<file path="config.mk">
export PLATFORM = sky130hd
export DESIGN_NAME = interrupt_controller_event_fifo
export DESIGN_NICKNAME = d
export VERILOG_FILES = /design/src/rtl/core/icef_pkg.sv /design/src/rtl/core/interrupt_controller_event_fifo.sv /design/src/rtl/core/icef_event_fifo.sv /design/src/rtl/core/icef_irq_regs.sv /design/src/rtl/core/icef_out_queue.sv
export SDC_FILE = /design/constraint.sdc
export NUM_CORES = 1
export LEC_CHECK = 0
export BUFFER_PORTS_ARGS = -buffer_cell sky130_fd_sc_hd__buf_2
export CAP_MARGIN = 40
export CORE_MARGIN = 8
export CORE_UTILIZATION = 55
export CTS_CLUSTER_DIAMETER = 100
export DETAILED_ROUTE_END_ITERATION = 6
export PLACE_DENSITY = 0.8
export SLEW_MARGIN = 20
export SYNTH_ARGS = -nofsm -noshare
export SYNTH_HDL_FRONTEND = slang
export SYNTH_HIERARCHICAL = 1
export SYNTH_SLANG_ARGS = --single-unit
</file>
<file path="constraint.sdc">
create_clock -name clk -period 5.1 [get_ports clk]
set_input_delay 1.275 -clock clk [delete_from_list [all_inputs] [get_ports clk]]
set_output_delay 1.275 -clock clk [all_outputs]
set_load 0.05 [all_outputs]
</file>
<file path="src/rtl/core/icef_pkg.sv">
// shared types and constants of the interrupt controller with event fifo
// used by every module under rtl/core; depends on nothing
package icef_pkg;

	localparam int LINE_W     = 5;
	localparam int WORD_W     = 32;
	localparam int EVENT_ID_W = 8;
	localparam int OQ_DEPTH   = 3;
	localparam int OQ_CW      = 2;

	// request kinds carried on tuser
	localparam logic [2:0] REQ_READ  = 3'd0;
	localparam logic [2:0] REQ_WRITE = 3'd1;
	localparam logic [2:0] REQ_EVENT = 3'd2;
	localparam logic [2:0] REQ_ACK   = 3'd3;
	localparam logic [2:0] REQ_LINE  = 3'd4;

	// bus register map
	localparam logic [3:0] REG_MASK     = 4'd0;
	localparam logic [3:0] REG_MASK_SET = 4'd1;
	localparam logic [3:0] REG_MASK_CLR = 4'd2;
	localparam logic [3:0] REG_STAT     = 4'd3;
	localparam logic [3:0] REG_STAT_SET = 4'd4;
	localparam logic [3:0] REG_STAT_CLR = 4'd5;
	localparam logic [3:0] REG_ACK      = 4'd6;
	localparam logic [3:0] REG_ACK_SET  = 4'd7;
	localparam logic [3:0] REG_ACK_CLR  = 4'd8;
	localparam logic [3:0] REG_FIFO     = 4'd9;

	// configuration register indexes
	localparam logic CFG_FIFO_IRQ_EN   = 1'b0;
	localparam logic CFG_FIFO_IRQ_LINE = 1'b1;

	typedef struct packed {
		logic push;
		logic pop;
	} fifo_op_t;

	typedef struct packed {
		logic empty;
		logic full;
		logic multi;
	} fifo_stat_t;

	typedef struct packed {
		logic [WORD_W-1:0] read_data;
		logic              access_error;
		logic              irq_update;
		logic              irq_active;
		logic [LINE_W-1:0] irq_number;
		logic              event_dropped;
	} irq_res_t;

	// highest set bit by halving the window, five levels
	function automatic logic [LINE_W-1:0] top_line(input logic [WORD_W-1:0] v);
		logic [WORD_W-1:0] w;
		logic [WORD_W-1:0] hi;
		logic [WORD_W-1:0] lo_mask;
		logic [LINE_W-1:0] n;
		w = v;
		n = '0;
		for (int l = LINE_W - 1; l >= 0; l--) begin
			lo_mask = (WORD_W'(1) << (1 << l)) - WORD_W'(1);
			hi = (w >> (1 << l)) & lo_mask;
			if (hi != '0) begin
				n[l] = 1'b1;
				w = hi;
			end else begin
				w = w & lo_mask;
			end
		end
		return n;
	endfunction

endpackage

</file>
<file path="src/rtl/core/interrupt_controller_event_fifo.sv">
// 32-line interrupt controller with mask/status/ack words and an event fifo
// top level; depends on icef_pkg, icef_irq_regs, icef_event_fifo, icef_out_queue
//
// Usage: each transaction on the s_axis channel is one request, its kind on
// s_axis_tuser (bus read, bus write, fifo event, acknowledge, line event).
// Every request gives exactly one result transaction on m_axis, in order.
// Two configuration registers (fifo irq enable at 0x0, fifo irq line at 0x4)
// sit on the APB port; write them only while no request is in flight.
// A result passes the res_s1 stage register and then the output queue before it is offered.
// Throughput: one request per cycle while s_axis_tready is high; mask, status and
// ack update and the 32-bit priority encode happen in the accept cycle, and a fifo
// pop reads the event memory at the accepting edge, its registered data joining the
// result in the next cycle.
// Results go through a three-entry queue, so s_axis_tready stays high while
// up to two results wait; when the receiver stalls longer, s_axis_tready
// drops until the queue drains.
// Reset clears mask, status, ack, send tracking, the fifo and result queue pointers,
// the stage valid and the configuration; the event memory itself is not cleared.
module interrupt_controller_event_fifo #(
	parameter int FIFO_DEPTH = 8,
	parameter int EVENT_BITS = 8
) (
	input  logic        clk,
	input  logic        arst_n,
	input  logic        s_axis_tvalid,
	output logic        s_axis_tready,
	// reg_index[3:0], word_access[4], write_data[36:5], event_id[44:37],
	// line_id[49:45], zero fill [55:50]
	input  logic [55:0] s_axis_tdata,
	// req_type[2:0]
	input  logic [2:0]  s_axis_tuser,
	output logic        m_axis_tvalid,
	input  logic        m_axis_tready,
	// read_data[31:0], access_error[32], irq_update[33], irq_active[34],
	// irq_number[39:35], event_dropped[40], zero fill [47:41]
	output logic [47:0] m_axis_tdata,
	input  logic        psel,
	input  logic        penable,
	input  logic        pwrite,
	input  logic [2:0]  paddr,
	input  logic [31:0] pwdata,
	output logic [31:0] prdata,
	output logic        pready
);
	import icef_pkg::*;

	localparam int EV_W = (EVENT_BITS < EVENT_ID_W) ? EVENT_BITS : EVENT_ID_W;

	logic              cfg_en_q;
	logic [LINE_W-1:0] cfg_line_q;
	logic              cfg_wr;

	logic              accept;
	fifo_op_t          fop;
	fifo_stat_t        fstat;
	logic [EV_W-1:0]   fifo_rd;
	irq_res_t          res;

	logic              valid_s1;
	logic              pop_s1;
	irq_res_t          res_s1;
	irq_res_t          q_din;
	irq_res_t          q_dout;
	logic [OQ_CW-1:0]  q_count;
	logic [OQ_CW:0]    q_used;

	// configuration port
	assign pready = 1'b1;
	assign cfg_wr = psel && penable && pwrite;

	always_ff @(posedge clk or negedge arst_n) begin
		if (!arst_n) begin
			cfg_en_q   <= 1'b0;
			cfg_line_q <= '0;
		end else if (cfg_wr) begin
			unique case (paddr[2])
				CFG_FIFO_IRQ_EN:   cfg_en_q   <= pwdata[0];
				CFG_FIFO_IRQ_LINE: cfg_line_q <= pwdata[LINE_W-1:0];
				default: ;
			endcase
		end
	end

	always_comb begin
		unique case (paddr[2])
			CFG_FIFO_IRQ_EN:   prdata = {31'd0, cfg_en_q};
			CFG_FIFO_IRQ_LINE: prdata = {{(32 - LINE_W){1'b0}}, cfg_line_q};
			default:           prdata = '0;
		endcase
	end

	// accept only while the queue can still take everything in flight
	assign q_used        = {1'b0, q_count} + {{OQ_CW{1'b0}}, valid_s1};
	assign s_axis_tready = (q_used < (OQ_CW + 1)'(OQ_DEPTH));
	assign accept        = s_axis_tvalid && s_axis_tready;

	icef_irq_regs u_regs (
		.clk         (clk),
		.arst_n      (arst_n),
		.accept      (accept),
		.req_type    (s_axis_tuser),
		.reg_index   (s_axis_tdata[3:0]),
		.word_access (s_axis_tdata[4]),
		.write_data  (s_axis_tdata[36:5]),
		.line_id     (s_axis_tdata[49:45]),
		.cfg_en      (cfg_en_q),
		.cfg_line    (cfg_line_q),
		.fstat       (fstat),
		.fop         (fop),
		.res         (res)
	);

	icef_event_fifo #(
		.FIFO_DEPTH (FIFO_DEPTH),
		.EV_W       (EV_W)
	) u_fifo (
		.clk       (clk),
		.arst_n    (arst_n),
		.op        (fop),
		.push_data (s_axis_tdata[37 + EV_W - 1:37]),
		.stat      (fstat),
		.rd_data   (fifo_rd)
	);

	always_ff @(posedge clk or negedge arst_n) begin
		if (!arst_n) begin
			valid_s1 <= 1'b0;
			pop_s1   <= 1'b0;
		end else begin
			valid_s1 <= accept;
			pop_s1   <= fop.pop;
		end
	end

	always_ff @(posedge clk) begin
		if (accept) begin
			res_s1 <= res;
		end
	end

	// popped event arrives from the memory in this stage
	always_comb begin
		q_din = res_s1;
		if (pop_s1) begin
			q_din.read_data = WORD_W'(fifo_rd);
		end
	end

	icef_out_queue u_oq (
		.clk       (clk),
		.arst_n    (arst_n),
		.push      (valid_s1),
		.din       (q_din),
		.pop       (m_axis_tvalid && m_axis_tready),
		.dout      (q_dout),
		.not_empty (m_axis_tvalid),
		.count     (q_count)
	);

	// first field in the lowest bits
	assign m_axis_tdata = {7'd0, q_dout.event_dropped, q_dout.irq_number, q_dout.irq_active,
		q_dout.irq_update, q_dout.access_error, q_dout.read_data};

endmodule

</file>
<file path="src/rtl/core/icef_event_fifo.sv">
// ring fifo of event ids held in a synchronous memory with registered read
// depends on icef_pkg
module icef_event_fifo #(
	parameter int FIFO_DEPTH = 8,
	parameter int EV_W = 8
) (
	input  logic                 clk,
	input  logic                 arst_n,
	input  icef_pkg::fifo_op_t   op,
	input  logic [EV_W-1:0]      push_data,
	output icef_pkg::fifo_stat_t stat,
	output logic [EV_W-1:0]      rd_data
);
	import icef_pkg::*;

	localparam int PW = (FIFO_DEPTH > 1) ? $clog2(FIFO_DEPTH) : 1;
	localparam int CW = $clog2(FIFO_DEPTH + 1);

	logic [EV_W-1:0] mem [FIFO_DEPTH];
	logic [PW-1:0]   wp_q;
	logic [PW-1:0]   rp_q;
	logic [CW-1:0]   count_q;
	logic [EV_W-1:0] rd_q;

	always_comb begin
		stat.empty = (count_q == '0);
		stat.full  = (count_q == CW'(FIFO_DEPTH));
		stat.multi = (count_q > CW'(1));
	end

	always_ff @(posedge clk) begin
		if (op.push) begin
			mem[wp_q] <= push_data;
		end
		if (op.pop) begin
			rd_q <= mem[rp_q];
		end
	end

	always_ff @(posedge clk or negedge arst_n) begin
		if (!arst_n) begin
			wp_q    <= '0;
			rp_q    <= '0;
			count_q <= '0;
		end else begin
			if (op.push) begin
				wp_q    <= (wp_q == PW'(FIFO_DEPTH - 1)) ? '0 : wp_q + PW'(1);
				count_q <= count_q + CW'(1);
			end else if (op.pop) begin
				rp_q    <= (rp_q == PW'(FIFO_DEPTH - 1)) ? '0 : rp_q + PW'(1);
				count_q <= count_q - CW'(1);
			end
		end
	end

	assign rd_data = rd_q;

endmodule

</file>
<file path="src/rtl/core/icef_irq_regs.sv">
// mask, status and ack words, request decode and interrupt send tracking
// depends on icef_pkg; drives the event fifo operations
module icef_irq_regs (
	input  logic                            clk,
	input  logic                            arst_n,
	input  logic                            accept,
	input  logic [2:0]                      req_type,
	input  logic [3:0]                      reg_index,
	input  logic                            word_access,
	input  logic [icef_pkg::WORD_W-1:0]     write_data,
	input  logic [icef_pkg::LINE_W-1:0]     line_id,
	input  logic                            cfg_en,
	input  logic [icef_pkg::LINE_W-1:0]     cfg_line,
	input  icef_pkg::fifo_stat_t            fstat,
	output icef_pkg::fifo_op_t              fop,
	output icef_pkg::irq_res_t              res
);
	import icef_pkg::*;

	logic [WORD_W-1:0] mask_q, stat_q, ack_q;
	logic [WORD_W-1:0] mask_n, stat_n, ack_n;
	logic              sent_valid_q;
	logic [LINE_W-1:0] sent_line_q;
	logic [WORD_W-1:0] fifo_bit, line_bit, masked;
	logic              wr, chk, ack_op, now_valid, upd;
	logic [LINE_W-1:0] now_line;
	fifo_op_t          op;

	assign fifo_bit = WORD_W'(1) << cfg_line;
	assign line_bit = WORD_W'(1) << line_id;
	assign wr       = (req_type == REQ_WRITE);

	always_comb begin
		mask_n = mask_q;
		stat_n = stat_q;
		ack_n  = ack_q;
		chk    = 1'b0;
		ack_op = 1'b0;
		op     = '0;
		res    = '0;
		unique case (req_type)
			REQ_READ, REQ_WRITE: begin
				if (!word_access) begin
					res.access_error = 1'b1;
				end else if (!wr && (reg_index inside {REG_MASK_SET, REG_MASK_CLR,
						REG_STAT_SET, REG_STAT_CLR, REG_ACK_SET, REG_ACK_CLR})) begin
					res.access_error = 1'b1;
				end else if (wr && reg_index == REG_FIFO) begin
					res.access_error = 1'b1;
				end else begin
					unique case (reg_index)
						REG_MASK: begin
							if (wr) begin
								mask_n = write_data;
								chk    = 1'b1;
							end else begin
								res.read_data = mask_q;
							end
						end
						REG_MASK_SET: begin
							mask_n = mask_q | write_data;
							chk    = 1'b1;
						end
						REG_MASK_CLR: begin
							mask_n = mask_q & ~write_data;
							chk    = 1'b1;
						end
						REG_STAT: begin
							if (wr) begin
								stat_n = write_data;
								chk    = 1'b1;
							end else begin
								res.read_data = stat_q;
							end
						end
						REG_STAT_SET: begin
							stat_n = stat_q | write_data;
							chk    = 1'b1;
						end
						REG_STAT_CLR: begin
							stat_n = stat_q & ~write_data;
							chk    = 1'b1;
						end
						REG_ACK: begin
							if (wr) begin
								ack_n = write_data;
							end else begin
								res.read_data = ack_q;
							end
						end
						REG_ACK_SET: ack_n = ack_q | write_data;
						REG_ACK_CLR: ack_n = ack_q & ~write_data;
						REG_FIFO: begin
							// read data comes from the fifo memory in the next cycle
							if (!fstat.empty) begin
								op.pop = 1'b1;
								if (fstat.multi && cfg_en) begin
									stat_n = stat_q | fifo_bit;
									chk    = 1'b1;
								end
							end
						end
						default: ;
					endcase
				end
			end
			REQ_EVENT: begin
				if (fstat.full) begin
					res.event_dropped = 1'b1;
				end else begin
					op.push = 1'b1;
					if (fstat.empty && cfg_en) begin
						stat_n = stat_q | fifo_bit;
						chk    = 1'b1;
					end
				end
			end
			REQ_ACK: begin
				stat_n = stat_q & ~line_bit;
				ack_n  = ack_q | line_bit;
				chk    = 1'b1;
				ack_op = 1'b1;
			end
			REQ_LINE: begin
				stat_n = stat_q | line_bit;
				chk    = 1'b1;
			end
			default: ;
		endcase

		masked    = stat_n & mask_n;
		now_valid = (masked != '0);
		now_line  = top_line(masked);
		upd       = chk && ((now_valid != sent_valid_q) ||
			(now_valid && now_line != sent_line_q));
		res.irq_update = upd;
		res.irq_active = now_valid;
		res.irq_number = now_line;
	end

	assign fop.push = accept && op.push;
	assign fop.pop  = accept && op.pop;

	always_ff @(posedge clk or negedge arst_n) begin
		if (!arst_n) begin
			mask_q       <= '0;
			stat_q       <= '0;
			ack_q        <= '0;
			sent_valid_q <= 1'b0;
			sent_line_q  <= '0;
		end else if (accept) begin
			mask_q <= mask_n;
			stat_q <= stat_n;
			ack_q  <= ack_n;
			// an acknowledge forgets what was sent so the next check sends again
			if (ack_op) begin
				sent_valid_q <= 1'b0;
				sent_line_q  <= '0;
			end else if (upd) begin
				sent_valid_q <= now_valid;
				sent_line_q  <= now_line;
			end
		end
	end

endmodule

</file>
<file path="src/rtl/core/icef_out_queue.sv">
// small result queue between the pipeline and the output stream
// depends on icef_pkg
module icef_out_queue (
	input  logic                         clk,
	input  logic                         arst_n,
	input  logic                         push,
	input  icef_pkg::irq_res_t           din,
	input  logic                         pop,
	output icef_pkg::irq_res_t           dout,
	output logic                         not_empty,
	output logic [icef_pkg::OQ_CW-1:0]   count
);
	import icef_pkg::*;

	irq_res_t         entries [OQ_DEPTH];
	logic [OQ_CW-1:0] wp_q, rp_q, count_q;

	always_ff @(posedge clk) begin
		if (push) begin
			entries[wp_q] <= din;
		end
	end

	always_ff @(posedge clk or negedge arst_n) begin
		if (!arst_n) begin
			wp_q    <= '0;
			rp_q    <= '0;
			count_q <= '0;
		end else begin
			if (push) begin
				wp_q <= (wp_q == OQ_CW'(OQ_DEPTH - 1)) ? '0 : wp_q + OQ_CW'(1);
			end
			if (pop) begin
				rp_q <= (rp_q == OQ_CW'(OQ_DEPTH - 1)) ? '0 : rp_q + OQ_CW'(1);
			end
			if (push && !pop) begin
				count_q <= count_q + OQ_CW'(1);
			end else if (pop && !push) begin
				count_q <= count_q - OQ_CW'(1);
			end
		end
	end

	assign dout      = entries[rp_q];
	assign not_empty = (count_q != '0);
	assign count     = count_q;

endmodule

</file>
==> reports/results.ini, run 1 <==
[synthesis]
ys_seq_area_share_pct=49.9
synth_top_area_cell=edfxtp_1
synth_area_leaders=edfxtp_1, dfrtp_1, nand2_1, o21ai_0, a21oi_1
ys.flop_type=edfxtp_1
synth_seq_cells=362
synth_edf_count=236
synth.distinct_cells=117
synthMostInstantiatedCell=edfxtp_1
netlist_instances=1967
yosys_warnings=6
syn_avg_cell_area_um2=10.4
yosysTopAreaCellShare_pct=34.5
synthArstFlopShare_pct=34.8
yosys-top-cells-count=edfxtp_1, nand2_1, o21ai_0
syn-cell-area_um2=20500

[global_route]
grt-ovfl-total=0
grtUsageTotal_pct=33.8
grt_pass1_vias=17900
grt_pass1_wl_um=112000
grt_max_degree=74
antenna_found_initial=2

[setup_path]
reg2reg_setup_slack_ns=0.15
worst_path_most_repeated_cell=buf_4
cp-start-kind=input port
timing.rr.end=u_regs/sent_valid_q
cp.required_ns=5.57
cp_num_buf_inv=4
timing.rr.start=u_fifo/count_q[0]
crit_type=input port to register
cp_data_arrival_time_ns=5.48
crit_chain=buf_2 > and4bb_2 > buf_4 > buf_4 > a21o_4 > a22o_1 > o21ai_1 > a31o_2 > o2111a_1 > nor3b_2 > and2_4 > inv_2 > nor3_1 > a21oi_1 > or4_4 > o41a_1 > o22ai_1
critPathTopFamily=compound AO/OA/AOI/OAI gates
r2r_cells=19
worst_path_largest_cell_delay_ns=0.51
critPathSlowestCell=or4_4
endpoint_kind=register
cp_max_fo=12

[sta]
setup_viol=0
timing.slew.headroom_pct=46.2
timing.fmax_ghz=0.199
drv_slew=0
fin_crit_sh_pct=98.4
final.min_clock_period_ns=5.02
rsz0062_at_grt=false
skew_ns=0.0263
setup_slack_ns=0.0826
worstMarginPinSlew_ns=0.806
hold_viol=0

[drt]
drt_wl_total_um=76400
routed_via_density=6.63
route.vias.total=18600
drt_iter0_markers=2594
antenna_left=0
dr.pass1.iters=6
route.detailed.drc=0
post_drt_wl_per_cell_um=27.2

[power_and_ir_drop]
power_density_nw_per_um2=498
seqPwrFrac_pct=36.4
p_int_mw=7.47
vdd.ir_drop.worst_mv=0.287
swShare_pct=39.9
leakagePower_nw=9.72
power_frac_comb_pct=39.6
p_clk_share_pct=24.0
p_switching_mw=4.97
power_mw=12.4

[clock_tree]
postCtsSetupRepairBufs=0
cts.sinks=362
clk_path_buf_depth=3
h-tree-depth=2
ctsRootBufferMaster=clkbuf_16
cts_buffers=39
clk_pin_slew_ns=0.06
clock_latency_ns=0.56
cts_tree=done

[cells_and_area]
syn_to_final_growth_pct=21.9
drive_gt1_share_pct=27.1
nNetsFinal=2418

[placed_design]
dp_worst_setup_slack_ns=-0.557
place_hpwl_um=55300
portBuffers=113
globalplace.congestion=1.01

[min_path]
holdPathStages=0
min_delay_worst_endpoint=u_oq/entries[0][7]
hold_class=register to register
hold_start=q_din[7]

[floorplan]
die_w_um=209
fp.dieH_um=209
die_area_um2=43700
fp-row-count=70
initial_core_util_pct=55.9
pin_count=184
core_area_um2=36700

[run_status]
outcome=finished clean

[run]
drv_cap=0

stage by stage:
| stage | TNS (ns) | cell area (µm²) | utilization, % | hold slack (ns) | std cells |
|---|---|---|---|---|---|
| final | 0 | 25000 | 68.1 | 0.473 | 2804 |
| after global routing | 0 | 25000 | 68.1 | 0.486 | 2803 |
| after CTS | 0 | 24900 | 67.7 | 0.472 | 2795 |
| after detailed placement | -2.78 | 23500 | 64.1 | 0.461 | 2725 |
| after global placement | -2.34 | 23500 | 64.0 | 0.446 | 2722 |
| after floorplan | 0 | 20600 | - | 0.440 | 2000 |
how the worst max path moves through the flow:
stage                          end  cells past startpoint       startpoint  slack, ns
2_1_floorplan    u_fifo/count_q[3]                     11         valid_s1       0.36
3_3_place_gp   u_regs/sent_valid_q                     17  s_axis_tuser[2]      -0.47
3_5_place_dp   u_regs/sent_valid_q                     16  s_axis_tdata[2]      -0.56
4_1_cts        u_regs/sent_valid_q                     16  s_axis_tdata[2]       0.02
5_1_grt        u_regs/sent_valid_q                     17  s_axis_tuser[0]      0.004
6_report       u_regs/sent_valid_q                     17  s_axis_tdata[2]       0.08
power groups by stage:
stage	Combinational (mW)	Sequential, mW	Clock [mW]
final	4.93	4.53	2.98
after global routing	5.21	4.58	3.12
after CTS	4.79	4.54	3.00
after detailed placement	4.76	4.59	0
after global placement	4.60	4.59	0
after floorplan	3.30	4.33	0
routing by layer:
| metal | vias up | global-route usage [%] | wire length [µm] |
|---|---|---|---|
| li1 | 8091 | - | - |
| met3 | 260 | 7.57 | 8820 |
| met5 | - | 0 | 13 |
| met2 | 1306 | 52.5 | 34200 |
| met1 | 8942 | 44.9 | 29700 |
| met4 | 2 | 15.0 | 3640 |
area by class of cell:
cell class	count	area (µm²)
antenna	1	2.50
sequential	362	10200
fill	2741	11700
multi-input combinational	1405	9300
clock inverter	21	320
timing repair buffer	453	3370
tap	468	586
inverter	45	169
clock buffer	49	1010
sequential cells by signal (all words and copies together), names as in the netlist, 3 cells and up:
register,cells
cfg_line_q,5
q_din,9
res_s1,32
u_fifo/count_q,4
u_fifo/mem,64
u_fifo/rd_data,8
u_fifo/rp_q,3
u_fifo/wp_q,3
u_oq/entries,123
u_regs/ack_q,32
u_regs/mask_q,32
u_regs/sent_line_q,5
u_regs/stat_q,32
kinds of logic (layout without fill, tap and decap cells):
family | after synthesis | after routing | share of synthesized area, %
AOI/OAI and AO/OA | 676 | 676 | 22.1
and+or+nand+nor | 572 | 572 | 14.5
DFF | 362 | 362 | 49.9
buffers and inverters | 233 | 568 | 5.98
muxes | 101 | 101 | 6.40
adders and majority gates | 11 | 11 | 0.671
xor gates and xnor gates | 10 | 10 | 0.427
other | 2 | 36 | 0.0366
cell usage in the layout (no fill, tap or decap), drive strengths merged, types with 10 or more instances in the layout:
| cell | Yosys | layout |
|---|---|---|
| a221oi | 37 | 37 |
| nand2 | 208 | 208 |
| a32oi | 11 | 11 |
| mux2i | 51 | 51 |
| dfrtp | 126 | 126 |
| nor2b | 38 | 38 |
| and3 | 10 | 10 |
| mux2 | 34 | 34 |
| a22o | 31 | 31 |
| a22oi | 58 | 58 |
| edfxtp | 236 | 236 |
| buf | 102 | 453 |
| nor3b | 16 | 16 |
| nor2 | 136 | 136 |
| ha | 11 | 11 |
| conb | 2 | 35 |
| nor3 | 30 | 30 |
| nand3 | 20 | 20 |
| o22ai | 25 | 25 |
| mux4 | 16 | 16 |
| a31oi | 21 | 21 |
| o221ai | 19 | 19 |
| clkbuf | 86 | 49 |
| o211ai | 10 | 10 |
| a211oi | 11 | 11 |
| inv | 45 | 47 |
| o21ai | 205 | 205 |
| o31ai | 10 | 10 |
| a21oi | 142 | 142 |
| nand2b | 21 | 21 |
| clkinv | 0 | 11 |
| and2 | 12 | 12 |
timing repair:
item	4_1_cts	5_1_grt
hold buffers	0	0
setup endpoints to repair	0	5
gates resized for setup	0	10
(Power assumes the default switching activity.)
==> run 2, diff against run 1 <==
--- a/config.mk
+++ b/config.mk
@@ -7,6 +7,7 @@
 export LEC_CHECK = 0
 export BUFFER_PORTS_ARGS = -buffer_cell sky130_fd_sc_hd__buf_2
 export CAP_MARGIN = 40
+export CORE_ASPECT_RATIO = 2
 export CORE_MARGIN = 8
 export CORE_UTILIZATION = 55
 export CTS_CLUSTER_DIAMETER = 100
==> run 2 against run 1 <==
Net effect:
- via count rose by 1.0%
- flip-flop and latch count stayed put
- core utilization decreased by 0.69 points
- highest routed layer unchanged
- power shrank 3.6%
- the flow now finishes with violations (design-rule violations)
==> reports/results.ini, run 2 (same netlist as run 1, synthesis figures left out) <==
[run_status]
outcome=finished with violations
violations=design-rule violations

[placed_design]
portBuffers=113  ; unchanged
place_hpwl_um=60000  ; +8.4%
dp_worst_setup_slack_ns=-0.480  ; +0.0774 ns
globalplace.congestion=1.11  ; +10%
dp_cells=2752  ; +0.99%
place_area_um2=23800  ; +1.2%

[clock_tree]
cts.sinks=362  ; unchanged
h-tree-depth=1  ; -1
clk_pin_slew_ns=0.07  ; about the same
cts_tree=done
cts_buffers=31  ; -21%
clk_path_buf_depth=3  ; unchanged
clock_latency_ns=0.62  ; +0.06 ns
ctsRootBufferMaster=clkbuf_16

[power_and_ir_drop]
vdd.ir_drop.worst_mv=0.337  ; +17%
p_int_mw=7.03  ; -5.9%
swShare_pct=41.4  ; +1.5 points
power_density_nw_per_um2=480  ; -3.5%
leakagePower_nw=9.74  ; +0.24%
power_frac_comb_pct=42.1  ; +2.5 points
power_mw=12.0  ; -3.6%
seqPwrFrac_pct=38.0  ; +1.6 points
p_switching_mw=4.97  ; about the same
p_clk_share_pct=19.9  ; -4.1 points

[drt]
route.vias.total=18800  ; +1.0%
post_drt_wl_per_cell_um=28.3  ; +4.1%
drt_iter0_markers=2048  ; -21%
route.detailed.drc=1  ; +1
drt_wl_total_um=80000  ; +4.8%
antenna_left=0  ; unchanged
routed_via_density=6.66  ; +0.36%
dr.pass1.iters=7  ; +1

[cells_and_area]
final_cell_area_um2=25000  ; about the same
layout_commonest_cell=buf_4
syn_to_final_growth_pct=21.7  ; about the same
drive_gt1_share_pct=28.1  ; +1.0 points
nNetsFinal=2446  ; +1.2%
stdcell_count=2823  ; +0.68%
reg_top3=u_oq/entries (123), u_fifo/mem (64)
top_register=u_oq/entries
final_cell_mix=buf_4, edfxtp_1, nand2_1
largest_reg_flops=123  ; unchanged

[floorplan]
core_area_um2=37000  ; +0.92%
pin_count=184  ; unchanged
die_area_um2=44100  ; +0.86%
initial_core_util_pct=55.4  ; -0.51 points
die_w_um=153  ; -27%
fp-row-count=100  ; +43%
fp.dieH_um=289  ; +38%

[sta]
setup_slack_ns=0.0176  ; -0.0650 ns
skew_ns=0.0228  ; -0.00348 ns
worstMarginPinSlew_ns=0.930  ; +0.123 ns
final.min_clock_period_ns=5.08  ; +0.0650 ns
timing.fmax_ghz=0.197  ; -1.3%
fin_crit_sh_pct=99.7  ; +1.3 points
drv_slew=0  ; unchanged
setup_viol=0  ; unchanged
timing.slew.headroom_pct=38.0  ; -8.2 points
hold_viol=0  ; unchanged

[setup_path]
cp_data_arrival_time_ns=5.61  ; +0.13 ns
endpoint_kind=register
cp_max_fo=11  ; -1
cp-start-kind=input port
cp.required_ns=5.62  ; +0.05 ns
crit_type=input port to register

[global_route]
grt_max_degree=72  ; -2.7%
antenna_found_initial=4  ; +2
grt_pass1_wl_um=117000  ; +4.2%
grt-ovfl-total=0  ; unchanged
grt_pass1_vias=18900  ; +6.0%
grtUsageTotal_pct=35.6  ; +1.9 points

[run]
drv_cap=0  ; unchanged

[min_path]
hold_class=register to register

run 2: cell count changes in the layout (fill, tap and decap cells not counted), moves of 3 or more:
cell       previous run  this run
buf_4               320       352
clkbuf_16            39        31
clkbuf_1             10         3
bufinv_16             7         1
diode_2               1         5
clkbuf_8              0         3
clkinv_4              0         3
run 2: power by group through the flow:
stage,Combinational (mW),Sequential [mW],Clock [mW]
final,5.05,4.56,2.39
after global routing,5.32,4.62,2.51
after global placement,4.68,4.61,0
after detailed placement,4.87,4.62,0
after floorplan,3.30,4.33,0
after CTS,4.89,4.57,2.41
run 2: worst max-delay path: stages:
cell and delay [ns]:
buf_2 0.13, buf_4 0.25, and3b_1 0.22, o21bai_1 0.16
and2_1 0.34, nor2_1 0.21, buf_4 0.14, o21ai_0 0.11
o31ai_2 0.30, buf_4 0.23, o211ai_1 0.28, o211ai_1 0.26
nand2_1 0.18, a31oi_4 0.20, xnor2_1 0.10, or4_4 0.55
o41a_1 0.47, o22ai_1 0.18
run 2: through the flow:
stage | utilization [%] | setup TNS, ns | hold WS (ns)
2_1_floorplan | - | 0 | 0.440
4_1_cts | 67.0 | 0 | 0.473
6_report | 67.4 | 0 | 0.475
3_3_place_gp | 64.1 | -1.92 | 0.442
5_1_grt | 67.4 | -0.00668 | 0.493
3_5_place_dp | 64.3 | -2.57 | 0.457
run 2: path summary, 6_finish.rpt:
check                             startpoint               endpoint  slack [ns]  depth (start not counted)
min reg2reg                         q_din[8]     u_oq/entries[1][8]        0.48                          0
max reg2reg                u_fifo/count_q[0]  u_regs/sent_line_q[4]        0.23                         20
min                                 q_din[8]     u_oq/entries[1][8]        0.48                          0
max in group asynchronous             arst_n               valid_s1        3.64                          2
min in group asynchronous             arst_n      u_regs/stat_q[24]        0.63                          1
max                          s_axis_tuser[0]  u_regs/sent_line_q[4]        0.02                         18
run 2: cell type report:
cell class	instances	area, µm²
Inverter	45	169
Clock buffer	37	828
Fill cell	2912	12100
Clock inverter	21	176
Multi-Input combinational cell	1405	9290
Timing Repair Buffer	489	3690
Antenna cell	5	12.5
Sequential cell	362	10200
Tap cell	459	574
run 2: per-layer routing:
layer / vias up / track usage (%) / part of all wire, %
met2: 1136 / 63.0 / 50
met5: - / 0 / 0.016
met3: 409 / 5.77 / 7.0
li1: 8127 / - / -
met4: 2 / 32.9 / 11
met1: 9120 / 35.6 / 32
run 2: timing repair:
action	CTS	global route
hold endpoints to repair	0	0
hold buffers	0	0
gates resized for setup	1	9
setup endpoints to repair	4	5
pin swaps	0	2
setup buffers	0	3
==> run 3, diff against run 2 <==
--- a/config.mk
+++ b/config.mk
@@ -5,6 +5,7 @@
 export SDC_FILE = /design/constraint.sdc
 export NUM_CORES = 1
 export LEC_CHECK = 0
+export ABC_AREA = 1
 export BUFFER_PORTS_ARGS = -buffer_cell sky130_fd_sc_hd__buf_2
 export CAP_MARGIN = 40
 export CORE_ASPECT_RATIO = 2
@@ -12,8 +13,7 @@
 export CORE_UTILIZATION = 55
 export CTS_CLUSTER_DIAMETER = 100
 export DETAILED_ROUTE_END_ITERATION = 6
-export PLACE_DENSITY = 0.8
-export SLEW_MARGIN = 20
+export PLACE_DENSITY = 0.79
 export SYNTH_ARGS = -nofsm -noshare
 export SYNTH_HDL_FRONTEND = slang
 export SYNTH_HIERARCHICAL = 1
==> run 3 against run 2 <==
Net effect:
- the flow now finishes without violations
- via count grew 13%
- sequential share of layout area shrank 0.71 points
- register-to-register slack gained 0.22 ns
- critical endpoint unchanged
==> reports/results.ini, run 3 <==
[run_status]
outcome=finished clean

[synthesis]
ys_seq_area_share_pct=46.9  ; -3.0 points
synth_top_family_by_area=simple AND/OR/NAND/NOR gates
yosys_warnings=6  ; unchanged
ys.flop_type=edfxtp_1
synth.distinct_cells=63  ; -46%
synthArstFlopShare_pct=34.8  ; unchanged
yosysTopAreaCellShare_pct=32.5  ; -2.1 points
synth_compound_area_share_pct=15.6  ; -6.5 points
synthMuxAreaShare_pct=0  ; -6.4 points
synthXorXnorAreaFrac_pct=0.161  ; -0.27 points
synth_seq_cells=362  ; unchanged
yosys.area_share.simple_pct=26.3  ; +12 points
yosys-top-cells-count=nand2_1, inv_1, o21ai_0
netlist_instances=2780  ; +41%
syn-cell-area_um2=21800  ; +6.3%
syn_avg_cell_area_um2=7.85  ; -25%
synthMostInstantiatedCell=nand2_1
synth_edf_count=236  ; unchanged
synth_area_leaders=edfxtp_1, dfrtp_1, nand2_1, o21ai_0, inv_1
synth_top_area_cell=edfxtp_1
synth_fa_ha_area_share_pct=0.631  ; -0.040 points

[clock_tree]
clk_path_buf_depth=3  ; unchanged
h-tree-depth=1  ; unchanged
ctsRootBufferMaster=clkbuf_16
cts.sinks=362  ; unchanged
clock_latency_ns=0.60  ; -0.02 ns
clk_pin_slew_ns=0.07  ; about the same
cts_buffers=30  ; -3.2%
cts_tree=done

[drt]
post_drt_wl_per_cell_um=23.7  ; -16%
drt_iter0_markers=1874  ; -8.5%
antenna_left=0  ; unchanged
route.vias.total=21300  ; +13%
routed_via_density=5.93  ; -11%
drt_wl_total_um=85100  ; +6.3%
route.detailed.drc=0  ; -1
dr.pass1.iters=6  ; -1

[floorplan]
die_area_um2=46700  ; +5.8%
pin_count=184  ; unchanged
die_w_um=157  ; +2.8%
initial_core_util_pct=55.5  ; +0.10 points
fp-row-count=103  ; +3.0%
fp.dieH_um=298  ; +2.9%
core_area_um2=39300  ; +6.1%

[cells_and_area]
final_cell_mix=nand2_1, inv_1, o21ai_0
layout_commonest_cell=nand2_1
largest_reg_flops=123  ; unchanged
stdcell_count=3590  ; +27%
drive_gt1_share_pct=18.6  ; -9.5 points
final_cell_area_um2=25400  ; +1.7%
top_register=u_oq/entries
syn_to_final_growth_pct=16.5
fillers=3383  ; +16%
reg_top3=u_oq/entries (123), u_fifo/mem (64)
nNetsFinal=3148  ; +29%

[setup_path]
cp_max_fo=13  ; +2
reg2reg_setup_slack_ns=0.45  ; +0.22 ns
timing.rr.start=u_fifo/count_q[0]
cp-start-kind=input port
endpoint_kind=register
critPathSlowestCell=buf_4
worst_path_most_repeated_cell=nand2_1
worst_path_largest_cell_delay_ns=0.32  ; -0.23 ns
timing.rr.end=u_regs/sent_line_q[4]
r2r_cells=36  ; +80%
crit_type=input port to register
cp.required_ns=5.59  ; -0.03 ns
cp_data_arrival_time_ns=5.20  ; -0.41 ns

[run]
drv_cap=0  ; unchanged

[global_route]
grt_max_degree=80  ; +11%
grt_pass1_wl_um=126000  ; +7.5%
grt_pass1_vias=21100  ; +12%
antenna_found_initial=6  ; +2
grtUsageTotal_pct=36.3  ; +0.66 points
grt-ovfl-total=0  ; unchanged

[sta]
final.min_clock_period_ns=4.71  ; -0.373 ns
worstMarginPinSlew_ns=0.877  ; -0.0525 ns
hold_viol=0  ; unchanged
skew_ns=0.0217  ; -0.00107 ns
rsz0062_at_grt=false
timing.fmax_ghz=0.212  ; +7.9%
timing.slew.headroom_pct=41.5  ; +3.5 points
drv_slew=0  ; unchanged
setup_viol=0  ; unchanged
fin_crit_sh_pct=92.3  ; -7.3 points

[placed_design]
dp_cells=3529  ; +28%
place_area_um2=24300  ; +2.2%
place_hpwl_um=61400  ; +2.4%
portBuffers=113  ; unchanged
globalplace.congestion=1.07  ; -4.1%

[power_and_ir_drop]
leakagePower_nw=11.4  ; +17%
power_density_nw_per_um2=508  ; +5.8%
vdd.ir_drop.worst_mv=0.310  ; -8.1%

[min_path]
min_delay_worst_endpoint=u_oq/entries[0][1]
holdPathStages=0  ; unchanged
hold_class=register to register
hold_start=q_din[1]

==> run 3: cell count changes in the layout (fill, tap and decap cells not counted), moves of 51 or more <==
cell and change:
buf_4 -105, inv_1 +248, mux2i_1 -51, nand2_1 +563, nand3_1 +126, nor2_1 +56
o21ai_0 +132
==> run 3: power by group <==
part | total, mW | switching (mW) | internal [mW] | leakage [nW]
Clock | 2.48 | 1.16 | 1.32 | 0.507
Sequential | 4.58 | 0.509 | 4.07 | 3.81
Combinational | 5.86 | 4.13 | 1.73 | 7.11
==> run 3: how the worst max path moves through the flow <==
| stage | from | to | slack (ns) | cells past startpoint |
|---|---|---|---|---|
| 3_3_place_gp | s_axis_tdata[0] | u_regs/sent_line_q[3] | -0.19 | 37 |
| 2_1_floorplan | valid_s1 | u_fifo/count_q[3] | 0.36 | 12 |
| 6_report | s_axis_tdata[0] | u_regs/sent_line_q[4] | 0.39 | 34 |
| 5_1_grt | s_axis_tdata[0] | u_regs/sent_line_q[0] | 0.002 | 36 |
| 3_5_place_dp | s_axis_tdata[0] | u_regs/sent_line_q[4] | -0.25 | 37 |
| 4_1_cts | s_axis_tdata[0] | u_regs/sent_line_q[4] | 0.37 | 37 |
==> run 3: worst max-delay path, delay by kind of cell <==
kind	cells	cell delay (ns)
AOI/OAI and AO/OA	4	0.62
buffers and inverters	6	1.03
and+or+nand+nor	24	2.26
==> run 3: per-stage QoR <==
step / setup WS, ns / TNS [ns] / power (mW) / hold WS (ns) / utilization, %
after floorplan: 0.358 / 0 / 8.55 / 0.440 / -
after detailed placement: -0.249 / -1.46 / 10.4 / 0.459 / 61.9
final: 0.390 / 0 / 12.9 / 0.472 / 64.6
after global routing: 0.00183 / 0 / 13.6 / 0.488 / 64.6
after CTS: 0.369 / 0 / 12.9 / 0.473 / 64.6
after global placement: -0.190 / -1.11 / 10.2 / 0.444 / 61.8
==> run 3: cells by family (layout without fill, tap and decap cells) <==
logic type	Yosys count	count (layout)
AOI/OAI and AO/OA	593	593
and+or+nand+nor	1300	1300
buffers and inverters	508	755
xor gates and xnor gates	4	4
DFF	362	362
other	2	40
adders and majority gates	11	11
==> run 3: routing by layer <==
metal / track usage (%) / vias to the layer above / share of wire (%)
met5: 0 / - / 0.025
met4: 28.8 / 4 / 9.2
met3: 6.52 / 380 / 8.5
met2: 62.6 / 1225 / 49
met1: 37.9 / 9945 / 33
li1: - / 9749 / -
==> run 3: cell type report <==
class                   count  area [µm²]  area share, %
repair buffers            376        2750           10.8
diodes                      5        12.5         0.0492
clock inverters            24         293           1.15
flip-flops and latches    362       10200           40.3
well taps                 525         657           2.59
clock buffers              32         758           2.98
inverters                 323        1220           4.82
multi-input cells        1943        9480           37.3
==> run 3: repair_timing <==
item / CTS / global route
resized for setup: 0 / 4
hold buffers: 0 / 0
endpoints found under the setup margin: 0 / 6
setup buffers: 0 / 0
